## config.mk

```make
export PLATFORM = sky130hd
export DESIGN_NAME = swept_circle_rect_collision
export DESIGN_NICKNAME = d
export VERILOG_FILES = /design/src/rtl/scr_pkg.sv /design/src/rtl/scr_div.sv /design/src/rtl/swept_circle_rect_collision.sv
export SDC_FILE = /design/constraint.sdc
export NUM_CORES = 2
export LEC_CHECK = 0
export ABC_CLOCK_PERIOD_IN_PS = 18600
export BUFFER_PORTS_ARGS = -buffer_cell sky130_fd_sc_hd__buf_2
export CAP_MARGIN = 20
export CORE_MARGIN = 2
export CORE_UTILIZATION = 30
export CTS_CLUSTER_DIAMETER = 80
export DETAILED_ROUTE_END_ITERATION = 10
export SETUP_SLACK_MARGIN = 0.2
export SLEW_MARGIN = 20
export SYNTH_ARGS = -nofsm -noshare
export SYNTH_HDL_FRONTEND = slang
export SYNTH_SLANG_ARGS = --single-unit
```

## constraint.sdc

```tcl
create_clock -name clk -period 18.6 [get_ports clk]
set_clock_uncertainty 0.1 [all_clocks]
set_input_delay 3.72 -clock clk [delete_from_list [all_inputs] [get_ports clk]]
set_output_delay 3.72 -clock clk [all_outputs]
set_load 0.005 [all_outputs]
```

## src/rtl/scr_pkg.sv

```systemverilog
package scr_pkg;

  // field widths
  localparam int COORD_W = 24;
  localparam int SIZE_W  = 16;
  localparam int MOVE_W  = 16;
  localparam int LEN_W   = 32;

  // internal widths
  localparam int POS_W   = 28;   // positions stay exact across three sweeps
  localparam int DIFF_W  = 29;   // position minus rectangle centre
  localparam int OFF_W   = 18;   // leftover offsets reach +-65536
  localparam int MAG_W   = 17;   // magnitude of an offset
  localparam int SUM_W   = 34;   // sum of two squared magnitudes
  localparam int DIV_W   = 17;   // divider operand width

  // refinement iterations of the swept test
  localparam int SMALL_STEP_ITERS = 16;

  typedef logic signed [POS_W-1:0]  pos_t;
  typedef logic signed [DIFF_W-1:0] diff_t;
  typedef logic signed [OFF_W-1:0]  off_t;
  typedef logic        [MAG_W-1:0]  mag_t;
  typedef logic        [SUM_W-1:0]  sum_t;

  function automatic mag_t off_abs(input off_t v);
    off_t n;
    n = -v;
    return v[OFF_W-1] ? mag_t'(n) : mag_t'(v);
  endfunction

endpackage

```

## src/rtl/scr_div.sv

```systemverilog
module scr_div (
  input  logic                        clk,
  input  logic                        rst_n,
  input  logic                        start,
  input  logic [scr_pkg::DIV_W-1:0]   dividend,
  input  logic [scr_pkg::DIV_W-1:0]   divisor,
  output logic                        done,
  output logic [scr_pkg::DIV_W-1:0]   quotient
);
  import scr_pkg::*;

  localparam int CNT_W = $clog2(DIV_W + 1);

  logic               busy_r;
  logic               done_r;
  logic [CNT_W-1:0]   cnt_r;
  logic [DIV_W:0]     rem_r;
  logic [DIV_W-1:0]   quo_r;
  logic [DIV_W-1:0]   dvs_r;
  logic [DIV_W:0]     trial;
  logic               fits;

  // one quotient bit per cycle, restoring
  assign trial = {rem_r[DIV_W-1:0], quo_r[DIV_W-1]};
  assign fits  = trial >= {1'b0, dvs_r};

  always_ff @(posedge clk) begin
    if (!rst_n) begin
      busy_r <= 1'b0;
      done_r <= 1'b0;
      cnt_r  <= '0;
    end else begin
      // done pulses for one cycle after the last quotient bit
      done_r <= !start && busy_r && (cnt_r == CNT_W'(1));
      if (start) begin
        busy_r <= 1'b1;
        cnt_r  <= CNT_W'(DIV_W);
        rem_r  <= '0;
        quo_r  <= dividend;
        dvs_r  <= divisor;
      end else if (busy_r) begin
        rem_r <= fits ? (trial - {1'b0, dvs_r}) : trial;
        quo_r <= {quo_r[DIV_W-2:0], fits};
        cnt_r <= cnt_r - 1'b1;
        if (cnt_r == CNT_W'(1)) begin
          busy_r <= 1'b0;
        end
      end
    end
  end

  assign done     = done_r;
  assign quotient = quo_r;

endmodule

```

## src/rtl/swept_circle_rect_collision.sv

```systemverilog
// Swept circle against an axis-aligned rectangle. One request carries the
// circle, the rectangle, a move offset and the caller's best squared length;
// one result comes back with the collision flag, reached position, allowed
// offset, squared length and whether it replaces the caller's result. The
// move is swept in full, then along the leftover x and y parts on hits. Each
// sweep walks coarse steps, counted as the larger offset part over the smallest
// size (raised to the register and to one), then refines by halving steps, at
// most 16 refine steps. All squaring and division run through one shared
// 17x17 squarer and one 17-bit serial divider under a sequencer, one request
// at a time. Three sweeps at most run per request. in_ready is high only
// while idle. cfg writes are taken at any time and must only be issued while
// idle.
module swept_circle_rect_collision (
  input  logic                                clk,
  input  logic                                rst_n,
  input  logic                                in_valid,
  output logic                                in_ready,
  input  logic signed [scr_pkg::COORD_W-1:0]  in_circle_x,
  input  logic signed [scr_pkg::COORD_W-1:0]  in_circle_y,
  input  logic        [scr_pkg::SIZE_W-1:0]   in_circle_radius,
  input  logic signed [scr_pkg::COORD_W-1:0]  in_rect_x,
  input  logic signed [scr_pkg::COORD_W-1:0]  in_rect_y,
  input  logic        [scr_pkg::SIZE_W-1:0]   in_rect_half_w,
  input  logic        [scr_pkg::SIZE_W-1:0]   in_rect_half_h,
  input  logic signed [scr_pkg::MOVE_W-1:0]   in_move_dx,
  input  logic signed [scr_pkg::MOVE_W-1:0]   in_move_dy,
  input  logic        [scr_pkg::LEN_W-1:0]    in_prior_length,
  output logic                                out_valid,
  input  logic                                out_ready,
  output logic                                out_hit,
  output logic signed [scr_pkg::COORD_W-1:0]  out_end_x,
  output logic signed [scr_pkg::COORD_W-1:0]  out_end_y,
  output logic signed [scr_pkg::MOVE_W-1:0]   out_allowed_dx,
  output logic signed [scr_pkg::MOVE_W-1:0]   out_allowed_dy,
  output logic        [scr_pkg::LEN_W-1:0]    out_move_length,
  output logic                                out_replaced,
  input  logic                                cfg_valid,
  output logic                                cfg_ready,
  input  logic        [scr_pkg::SIZE_W-1:0]   cfg_data
);
  import scr_pkg::*;

  typedef enum logic [4:0] {
    S_IDLE, S_R2, S_BEST, S_SW_INIT, S_SW_LEN, S_SW_T0, S_DIV_GO, S_DIV_WAIT,
    S_CO_CHK, S_CO_T, S_CO_END, S_CO_ET, S_REF_INIT, S_REF_STEP, S_REF_T,
    S_FIN, S_FIN_LEN, S_SW_END, S_OUT, S_T_CLAMP, S_SQ1, S_SQ2
  } state_t;

  state_t state_r, ret_r;

  // configuration
  logic [SIZE_W-1:0] mhs_r;

  // request
  logic signed [COORD_W-1:0] rx_r, ry_r;
  logic [SIZE_W-1:0]         hw_r, hh_r, rad_r;
  logic signed [MOVE_W-1:0]  dx_r, dy_r;
  logic [LEN_W-1:0]          prior_r;
  logic [LEN_W-1:0]          r2_r;
  sum_t                      best_r;

  // sweep
  logic [1:0]   sweep_r;
  pos_t         ssx_r, ssy_r, px_r, py_r, cx_r, cy_r;
  off_t         sox_r, soy_r, stx_r, sty_r, rox_r, roy_r, remy_r;
  logic         hit_r;
  sum_t         len_r;
  logic [SIZE_W-1:0] so_r;
  logic [DIV_W-1:0]  ax_r, step_r, cnt_r;
  logic [1:0]   dsel_r;

  // squarer and contact test
  mag_t         sqa_r, sqb_r;
  sum_t         sq_r, sum_r;
  logic         farx_r, fary_r;

  // output register
  logic                       ovalid_r;
  logic                       ohit_r, orepl_r;
  logic signed [COORD_W-1:0]  oex_r, oey_r;
  logic signed [MOVE_W-1:0]   oax_r, oay_r;
  logic [LEN_W-1:0]           olen_r;

  // shared squarer
  mag_t mul_a;
  sum_t prod;
  assign mul_a = (state_r == S_SQ1) ? sqa_r : sqb_r;
  assign prod  = SUM_W'(mul_a) * SUM_W'(mul_a);

  logic touch_hit;
  assign touch_hit = !farx_r && !fary_r && (sum_r <= SUM_W'(r2_r));

  // distance from the rectangle outside its extent, per axis
  diff_t ddx, ddy, hwx, hhy, magx, magy;
  assign ddx = diff_t'(cx_r) - diff_t'(rx_r);
  assign ddy = diff_t'(cy_r) - diff_t'(ry_r);
  assign hwx = diff_t'({1'b0, hw_r});
  assign hhy = diff_t'({1'b0, hh_r});

  always_comb begin
    if (ddx > hwx)       magx = ddx - hwx;
    else if (ddx < -hwx) magx = -ddx - hwx;
    else                 magx = '0;
    if (ddy > hhy)       magy = ddy - hhy;
    else if (ddy < -hhy) magy = -ddy - hhy;
    else                 magy = '0;
  end

  // coarse step size: smallest size, raised to the register and to one
  logic [SIZE_W-1:0] so_min, so_val;
  always_comb begin
    so_min = rad_r;
    if (hw_r < so_min) so_min = hw_r;
    if (hh_r < so_min) so_min = hh_r;
    so_val = (so_min < mhs_r) ? mhs_r : so_min;
    if (so_val == '0) so_val = SIZE_W'(1);
  end

  // divider
  logic             div_start, div_done;
  logic [DIV_W-1:0] div_a, div_b, div_q;
  assign div_start = (state_r == S_DIV_GO);

  always_comb begin
    unique case (dsel_r)
      2'd0: begin div_a = off_abs(sox_r); div_b = DIV_W'(so_r); end
      2'd1: begin div_a = off_abs(soy_r); div_b = DIV_W'(so_r); end
      2'd2: begin div_a = off_abs(sox_r); div_b = step_r; end
      default: begin div_a = off_abs(soy_r); div_b = step_r; end
    endcase
  end

  scr_div u_div (
    .clk      (clk),
    .rst_n    (rst_n),
    .start    (div_start),
    .dividend (div_a),
    .divisor  (div_b),
    .done     (div_done),
    .quotient (div_q)
  );

  // signed quotient, truncated toward zero
  off_t q_sgn;
  always_comb begin
    if (dsel_r == 2'd2) q_sgn = sox_r[OFF_W-1] ? -off_t'(div_q) : off_t'(div_q);
    else                q_sgn = soy_r[OFF_W-1] ? -off_t'(div_q) : off_t'(div_q);
  end

  // refinement: halve on contact, rounding toward minus infinity
  off_t stx_n, sty_n;
  assign stx_n = touch_hit ? (stx_r >>> 1) : stx_r;
  assign sty_n = touch_hit ? (sty_r >>> 1) : sty_r;

  // final offset, limited to the offset magnitude
  diff_t fdx, fdy, limx, limy;
  off_t  fx, fy;
  assign fdx  = diff_t'(px_r) - diff_t'(ssx_r);
  assign fdy  = diff_t'(py_r) - diff_t'(ssy_r);
  assign limx = diff_t'(off_abs(sox_r));
  assign limy = diff_t'(off_abs(soy_r));
  always_comb begin
    if (fdx > limx)       fx = off_t'(limx);
    else if (fdx < -limx) fx = off_t'(-limx);
    else                  fx = off_t'(fdx);
    if (fdy > limy)       fy = off_t'(limy);
    else if (fdy < -limy) fy = off_t'(-limy);
    else                  fy = off_t'(fdy);
  end

  sum_t best_m, fbest;
  assign best_m = (len_r < best_r) ? len_r : best_r;
  assign fbest  = best_m;

  logic [DIV_W-1:0] step_q;
  always_comb begin
    step_q = (ax_r >= div_q) ? ax_r : div_q;
    if (step_q == '0) step_q = DIV_W'(1);
  end

  off_t remx;
  assign remx = off_t'(dx_r) - rox_r;

  always_ff @(posedge clk) begin
    if (!rst_n) begin
      state_r  <= S_IDLE;
      ret_r    <= S_IDLE;
      mhs_r    <= SIZE_W'(1);
      ovalid_r <= 1'b0;
    end else begin
      if (cfg_valid) mhs_r <= cfg_data;
      // the output state reloads the result register itself
      if (ovalid_r && out_ready && state_r != S_OUT) ovalid_r <= 1'b0;

      unique case (state_r)
        S_IDLE: begin
          if (in_valid) begin
            ssx_r   <= pos_t'(in_circle_x);
            ssy_r   <= pos_t'(in_circle_y);
            rx_r    <= in_rect_x;
            ry_r    <= in_rect_y;
            hw_r    <= in_rect_half_w;
            hh_r    <= in_rect_half_h;
            dx_r    <= in_move_dx;
            dy_r    <= in_move_dy;
            prior_r <= in_prior_length;
            rad_r   <= (in_circle_radius < mhs_r) ? mhs_r : in_circle_radius;
            sqa_r   <= (in_circle_radius < mhs_r) ? MAG_W'(mhs_r) : MAG_W'(in_circle_radius);
            sqb_r   <= '0;
            ret_r   <= S_R2;
            state_r <= S_SQ1;
          end
        end
        S_R2: begin
          r2_r    <= LEN_W'(sum_r);
          sqa_r   <= off_abs(off_t'(dx_r));
          sqb_r   <= off_abs(off_t'(dy_r));
          ret_r   <= S_BEST;
          state_r <= S_SQ1;
        end
        S_BEST: begin
          best_r  <= sum_r;
          sweep_r <= 2'd0;
          sox_r   <= off_t'(dx_r);
          soy_r   <= off_t'(dy_r);
          state_r <= S_SW_INIT;
        end
        S_SW_INIT: begin
          hit_r <= 1'b0;
          rox_r <= '0;
          roy_r <= '0;
          px_r  <= ssx_r;
          py_r  <= ssy_r;
          cx_r  <= ssx_r;
          cy_r  <= ssy_r;
          if (sox_r == '0 && soy_r == '0) begin
            len_r   <= '0;
            state_r <= S_SW_END;
          end else begin
            sqa_r   <= off_abs(sox_r);
            sqb_r   <= off_abs(soy_r);
            ret_r   <= S_SW_LEN;
            state_r <= S_SQ1;
          end
        end
        S_SW_LEN: begin
          len_r   <= sum_r;
          ret_r   <= S_SW_T0;
          state_r <= S_T_CLAMP;
        end
        S_SW_T0: begin
          // already touching: stay at the start
          if (touch_hit) begin
            hit_r   <= 1'b1;
            state_r <= S_SW_END;
          end else begin
            so_r    <= so_val;
            dsel_r  <= 2'd0;
            state_r <= S_DIV_GO;
          end
        end
        S_DIV_GO: state_r <= S_DIV_WAIT;
        S_DIV_WAIT: begin
          if (div_done) begin
            unique case (dsel_r)
              2'd0: begin
                ax_r    <= div_q;
                dsel_r  <= 2'd1;
                state_r <= S_DIV_GO;
              end
              2'd1: begin
                step_r  <= step_q;
                dsel_r  <= 2'd2;
                state_r <= S_DIV_GO;
              end
              2'd2: begin
                stx_r   <= q_sgn;
                dsel_r  <= 2'd3;
                state_r <= S_DIV_GO;
              end
              default: begin
                sty_r   <= q_sgn;
                cnt_r   <= '0;
                state_r <= S_CO_CHK;
              end
            endcase
          end
        end
        S_CO_CHK: begin
          if (cnt_r == step_r) begin
            state_r <= S_CO_END;
          end else begin
            ret_r   <= S_CO_T;
            state_r <= S_T_CLAMP;
          end
        end
        S_CO_T: begin
          if (touch_hit) begin
            state_r <= S_REF_INIT;
          end else begin
            px_r    <= cx_r;
            py_r    <= cy_r;
            cx_r    <= cx_r + pos_t'(stx_r);
            cy_r    <= cy_r + pos_t'(sty_r);
            cnt_r   <= cnt_r + 1'b1;
            state_r <= S_CO_CHK;
          end
        end
        S_CO_END: begin
          cx_r    <= ssx_r + pos_t'(sox_r);
          cy_r    <= ssy_r + pos_t'(soy_r);
          ret_r   <= S_CO_ET;
          state_r <= S_T_CLAMP;
        end
        S_CO_ET: begin
          // end of the move is free: whole offset allowed
          if (!touch_hit) begin
            px_r    <= cx_r;
            py_r    <= cy_r;
            rox_r   <= sox_r;
            roy_r   <= soy_r;
            state_r <= S_SW_END;
          end else begin
            state_r <= S_REF_INIT;
          end
        end
        S_REF_INIT: begin
          stx_r   <= stx_r >>> 1;
          sty_r   <= sty_r >>> 1;
          cx_r    <= px_r;
          cy_r    <= py_r;
          cnt_r   <= '0;
          state_r <= S_REF_STEP;
        end
        S_REF_STEP: begin
          cx_r    <= cx_r + pos_t'(stx_r);
          cy_r    <= cy_r + pos_t'(sty_r);
          ret_r   <= S_REF_T;
          state_r <= S_T_CLAMP;
        end
        S_REF_T: begin
          stx_r <= stx_n;
          sty_r <= sty_n;
          if (touch_hit) begin
            cx_r <= px_r;
            cy_r <= py_r;
          end else begin
            px_r <= cx_r;
            py_r <= cy_r;
          end
          if ((stx_n == '0 && sty_n == '0) ||
              cnt_r == DIV_W'(SMALL_STEP_ITERS - 1)) begin
            state_r <= S_FIN;
          end else begin
            cnt_r   <= cnt_r + 1'b1;
            state_r <= S_REF_STEP;
          end
        end
        S_FIN: begin
          rox_r   <= fx;
          roy_r   <= fy;
          px_r    <= ssx_r + pos_t'(fx);
          py_r    <= ssy_r + pos_t'(fy);
          hit_r   <= 1'b1;
          sqa_r   <= off_abs(fx);
          sqb_r   <= off_abs(fy);
          ret_r   <= S_FIN_LEN;
          state_r <= S_SQ1;
        end
        S_FIN_LEN: begin
          len_r   <= sum_r;
          state_r <= S_SW_END;
        end
        S_SW_END: begin
          // on a hit, sweep the leftover x part, then the leftover y part
          if (hit_r && sweep_r != 2'd2) begin
            best_r  <= best_m;
            ssx_r   <= px_r;
            ssy_r   <= py_r;
            sweep_r <= sweep_r + 1'b1;
            if (sweep_r == 2'd0) begin
              sox_r  <= remx;
              soy_r  <= '0;
              remy_r <= off_t'(dy_r) - roy_r;
            end else begin
              sox_r <= '0;
              soy_r <= remy_r;
            end
            state_r <= S_SW_INIT;
          end else begin
            state_r <= S_OUT;
          end
        end
        S_OUT: begin
          if (!ovalid_r || out_ready) begin
            ovalid_r <= 1'b1;
            ohit_r   <= hit_r;
            oex_r    <= px_r[COORD_W-1:0];
            oey_r    <= py_r[COORD_W-1:0];
            oax_r    <= rox_r[MOVE_W-1:0];
            oay_r    <= roy_r[MOVE_W-1:0];
            olen_r   <= len_r[LEN_W-1:0];
            orepl_r  <= fbest <= SUM_W'(prior_r);
            state_r  <= S_IDLE;
          end
        end
        S_T_CLAMP: begin
          // beyond 16 bits of gap the square exceeds any radius squared
          farx_r  <= magx[DIFF_W-1:SIZE_W] != '0;
          fary_r  <= magy[DIFF_W-1:SIZE_W] != '0;
          sqa_r   <= MAG_W'(magx[SIZE_W-1:0]);
          sqb_r   <= MAG_W'(magy[SIZE_W-1:0]);
          state_r <= S_SQ1;
        end
        S_SQ1: begin
          sq_r    <= prod;
          state_r <= S_SQ2;
        end
        S_SQ2: begin
          sum_r   <= sq_r + prod;
          state_r <= ret_r;
        end
        default: state_r <= S_IDLE;
      endcase
    end
  end

  assign in_ready        = (state_r == S_IDLE);
  assign cfg_ready       = 1'b1;
  assign out_valid       = ovalid_r;
  assign out_hit         = ohit_r;
  assign out_end_x       = oex_r;
  assign out_end_y       = oey_r;
  assign out_allowed_dx  = oax_r;
  assign out_allowed_dy  = oay_r;
  assign out_move_length = olen_r;
  assign out_replaced    = orepl_r;

  // an accepted request always leaves idle
  a_busy_after_req: assert property (@(posedge clk) disable iff (!rst_n)
    in_valid && in_ready |=> !in_ready)
    else $error("request accepted but block stayed idle");

  // the divider is never restarted while it runs
  a_div_wait: assert property (@(posedge clk) disable iff (!rst_n)
    state_r == S_DIV_GO |=> state_r == S_DIV_WAIT && !div_done)
    else $error("divider sequencing broken");

  // coarse walk never passes the step count
  a_coarse_bound: assert property (@(posedge clk) disable iff (!rst_n)
    state_r == S_CO_CHK |-> cnt_r <= step_r)
    else $error("coarse step count overran");

  // a result only appears from the output state
  a_out_src: assert property (@(posedge clk) disable iff (!rst_n)
    $rose(ovalid_r) |-> $past(state_r == S_OUT))
    else $error("result raised outside output state");

endmodule

```

==> summary.txt <==
Clock tree
  • Post-CTS sizing: 0
  • CTS Sinks: slightly above 900
  • Worst-Skew Late Latency: approximately 830 ps
  • CTS tree: built
  • Num CTS Buffers: 116
  • H-tree depth: 3
  • Cts hold-fix bufs: 0
  • Postcts setup bufs: 0
  • CTS root buf: clkbuf_16
  • CTS Buffer Depth: 3
  • CTS clock-pin slew for the worst setup and hold paths: roughly 60 ps

Setup path
  • Slowest-stage cell, CP: a2111oi_0
  • Largest fanout on the critical path: 45
  • CP Data Arrival Time: approximately 12,000 ps
  • Crit path kind: register to register
  • Worst Path Required: between 15,000 and 20,000 ps
  • Crit-path max cell delay: 980 ps
  • CP bufs+invs: 5
  • Critical path's most frequent cell: buf_4
  • CP delay by family, top: compound AO/OA/AOI/OAI gates
  • Endpoint class of the critical path: register
  • Startpoint types: register

Timing
  • Crit path time final: approximately 11,000 ps
  • Worst-Margin Slew: about 1200 ps
  • Fin. max-slew vios: 0
  • Final number of hold-violating endpoints: 0
  • Worst setup margin: slightly above 7000 ps
  • RSZ-0062 raised after global routing: no
  • TNS Setup: 0 ps
  • Max Fclk: 0.0879 GHz
  • Part of the cycle the worst path needs: 61.2%
  • Setup violations, final: 0
  • Slew margin rel.: between 20% and 30%

Route
  • Via density: 5.48
  • First-pass detailed-route iteration total: 8
  • Drt total wl: just over 300 mm
  • Remaining antenna violation count: 0
  • Routed vias: a little under 70,000
  • WL/cell: approximately 24 µm
  • DRC violations left: 0
  • Initial detailed-routing violation count: between 6,000 and 7,000

Run status
  • Outcome: finished clean

Yosys
  • Number of synthesized register bits: just over 900
  • Asr flop ratio synth: 0%
  • Syn Inst Count: 8,605
  • Syn. warnings: 0
  • Post-synth top area cell: edfxtp_1
  • Post-synth EDFFs: around 890
  • Seq/Total Area, Yosys: roughly a third
  • Largest cells by area after synthesis: edfxtp_1 33%, ha_1 15%, fa_1 5.1%
  • Most common cell in the synthesized netlist: ha_1
  • Commonest cells post-synth: 945 x ha_1, 922 x inv_1, 894 x edfxtp_1
  • Post-Syn Nets: between 9,000 and 10,000
  • Mapped cell area: between 0.08 and 0.09 mm²
  • Ys flop type: edfxtp_1
  • Number of distinct library cells after synthesis: around 110
  • Area share of the largest cell type after synthesis: roughly 33%
  • Mean Syn Cell Area: about 9.5 µm²

Placed design
  • HPWL Detailed: between 200 and 250 mm
  • Dpl ws: about 7500 ps
  • Placer Congestion: 1.00
  • # port buffers: between 300 and 400

Global route
  • Tot GR Track Use: 21.5%
  • Grt total ovfl: 0
  • Vias in the first global route: roughly 67,000
  • Initial antenna violation count: 36
  • Largest net degree at the start of global routing: 110
  • First-pass GRT wire length: 447 mm

Die
  • Die Wd: ~520 µm
  • I/O pins: about 350
  • DIE AREA: 0.275 mm²
  • Die H: 525 µm
  • Core ar.: 0.270 mm²
  • Initial cell density of the core: a little under a third
  • Placement Rows: around 190

Hold path
  • Min-Delay Path Class: register to register

Final layout
  • Final nets: around 10,000
  • Area Growth Syn to Fin: 12.9%
  • Fraction of layout cells with a size suffix above 1: between 10% and 20%

Flow run
  • Max_cap viols: 0
## layout make-up
| class | count | area [µm²] |
|---|---|---|
| Antenna cell | 11 | 27.5 |
| Clock buffer | 126 | 2940 |
| Clock inverter | 92 | 1080 |
| Fill cell | 27500 | 178000 |
| Inverter | 933 | 3500 |
| Multi-Input combinational cell | 6497 | 49600 |
| Sequential cell | 928 | 27500 |
| Tap cell | 3570 | 4470 |
| Timing Repair Buffer | 459 | 2600 |
## registers in the layout (all words and copies together), names as in the netlist, 24 cells and up
name / flops
best_r: 34
cx_r: 28
cy_r: 28
len_r: 34
out_end_x: 24
out_end_y: 24
out_move_length: 32
prior_r: 32
px_r: 28
py_r: 28
r2_r: 32
rx_r: 24
ry_r: 24
sq_r: 33
ssx_r: 28
ssy_r: 28
sum_r: 34
## kinds of logic (layout without fill, tap and decap cells)
group	Yosys count	count (layout)	share of synthesized area, %
mux	353	353	4.59
buf+inv	1180	1610	5.47
flops	928	928	33.8
other cells	1	12	0.00461
fa+ha+maj	1153	1153	19.7
simple gates	2370	2370	13.8
xor+xnor	561	561	6.09
compound gates	2059	2059	16.6
## through the flow
step	cells	utilization, %	area (µm²)	hold slack (ps)
6_report	12600	34.0	91800	357
5_1_grt	12600	34.0	91800	388
4_1_cts	12600	33.9	91700	362
3_5_place_dp	12400	32.5	87700	346
3_3_place_gp	12400	32.5	87700	341
2_1_floorplan	8605	-	81300	318
## worst paths after layout
kind / slack, ps / end / start / depth (start not counted)
max: 7220 / px_r[27]$_DFFE_PP_ / sox_r[0]$_DFFE_PP_ / 40
max reg2reg: 7220 / px_r[27]$_DFFE_PP_ / sox_r[0]$_DFFE_PP_ / 40
min reg2reg: 360 / out_allowed_dy[12]$_DFFE_PP_ / roy_r[12]$_DFFE_PP_ / 0
min: 360 / out_allowed_dy[12]$_DFFE_PP_ / roy_r[12]$_DFFE_PP_ / 0
## layout by cell type (no fill, tap or decap), types with 34 or more instances in the layout
| cell | netlist | layout |
|---|---|---|
| a21o_1 | 216 | 216 |
| o21bai_1 | 52 | 52 |
| o211ai_1 | 51 | 51 |
| nor4_1 | 49 | 48 |
| nor2_1 | 628 | 615 |
| buf_2 | 7 | 344 |
| a31oi_1 | 80 | 80 |
| nand3_1 | 165 | 161 |
| nor3_1 | 199 | 196 |
| mux2i_1 | 204 | 201 |
| o21a_1 | 80 | 79 |
| o22ai_1 | 60 | 60 |
| buf_4 | 2 | 113 |
| a211oi_1 | 60 | 57 |
| nand4_1 | 87 | 87 |
| a21oi_1 | 571 | 569 |
| and2_1 | 81 | 79 |
| nand2b_1 | 89 | 89 |
| inv_1 | 922 | 921 |
| ha_1 | 945 | 945 |
| o221ai_1 | 46 | 46 |
| nor2b_1 | 98 | 97 |
| or3_1 | 63 | 63 |
| fa_1 | 208 | 208 |
| dfxtp_1 | 34 | 34 |
| o31ai_1 | 50 | 49 |
| and3_1 | 60 | 58 |
| o21ai_0 | 394 | 393 |
| xnor2_1 | 353 | 353 |
| xor2_1 | 204 | 203 |
| mux2_2 | 148 | 148 |
| edfxtp_1 | 894 | 894 |
| clkbuf_16 | 0 | 116 |
| nand2_1 | 732 | 732 |
## routing by layer
metal	vias up	global-route usage [%]	wire length (µm)
met4	18	11.4	18300
li1	31800	-	-
met1	33900	28.6	131000
met5	-	0	149
met2	2935	33.3	133000
met3	628	3.84	24600
Power is left out: the tool's default activity adds up to more than one toggle a clock period on the data nets, which glitch-free logic cannot reach.
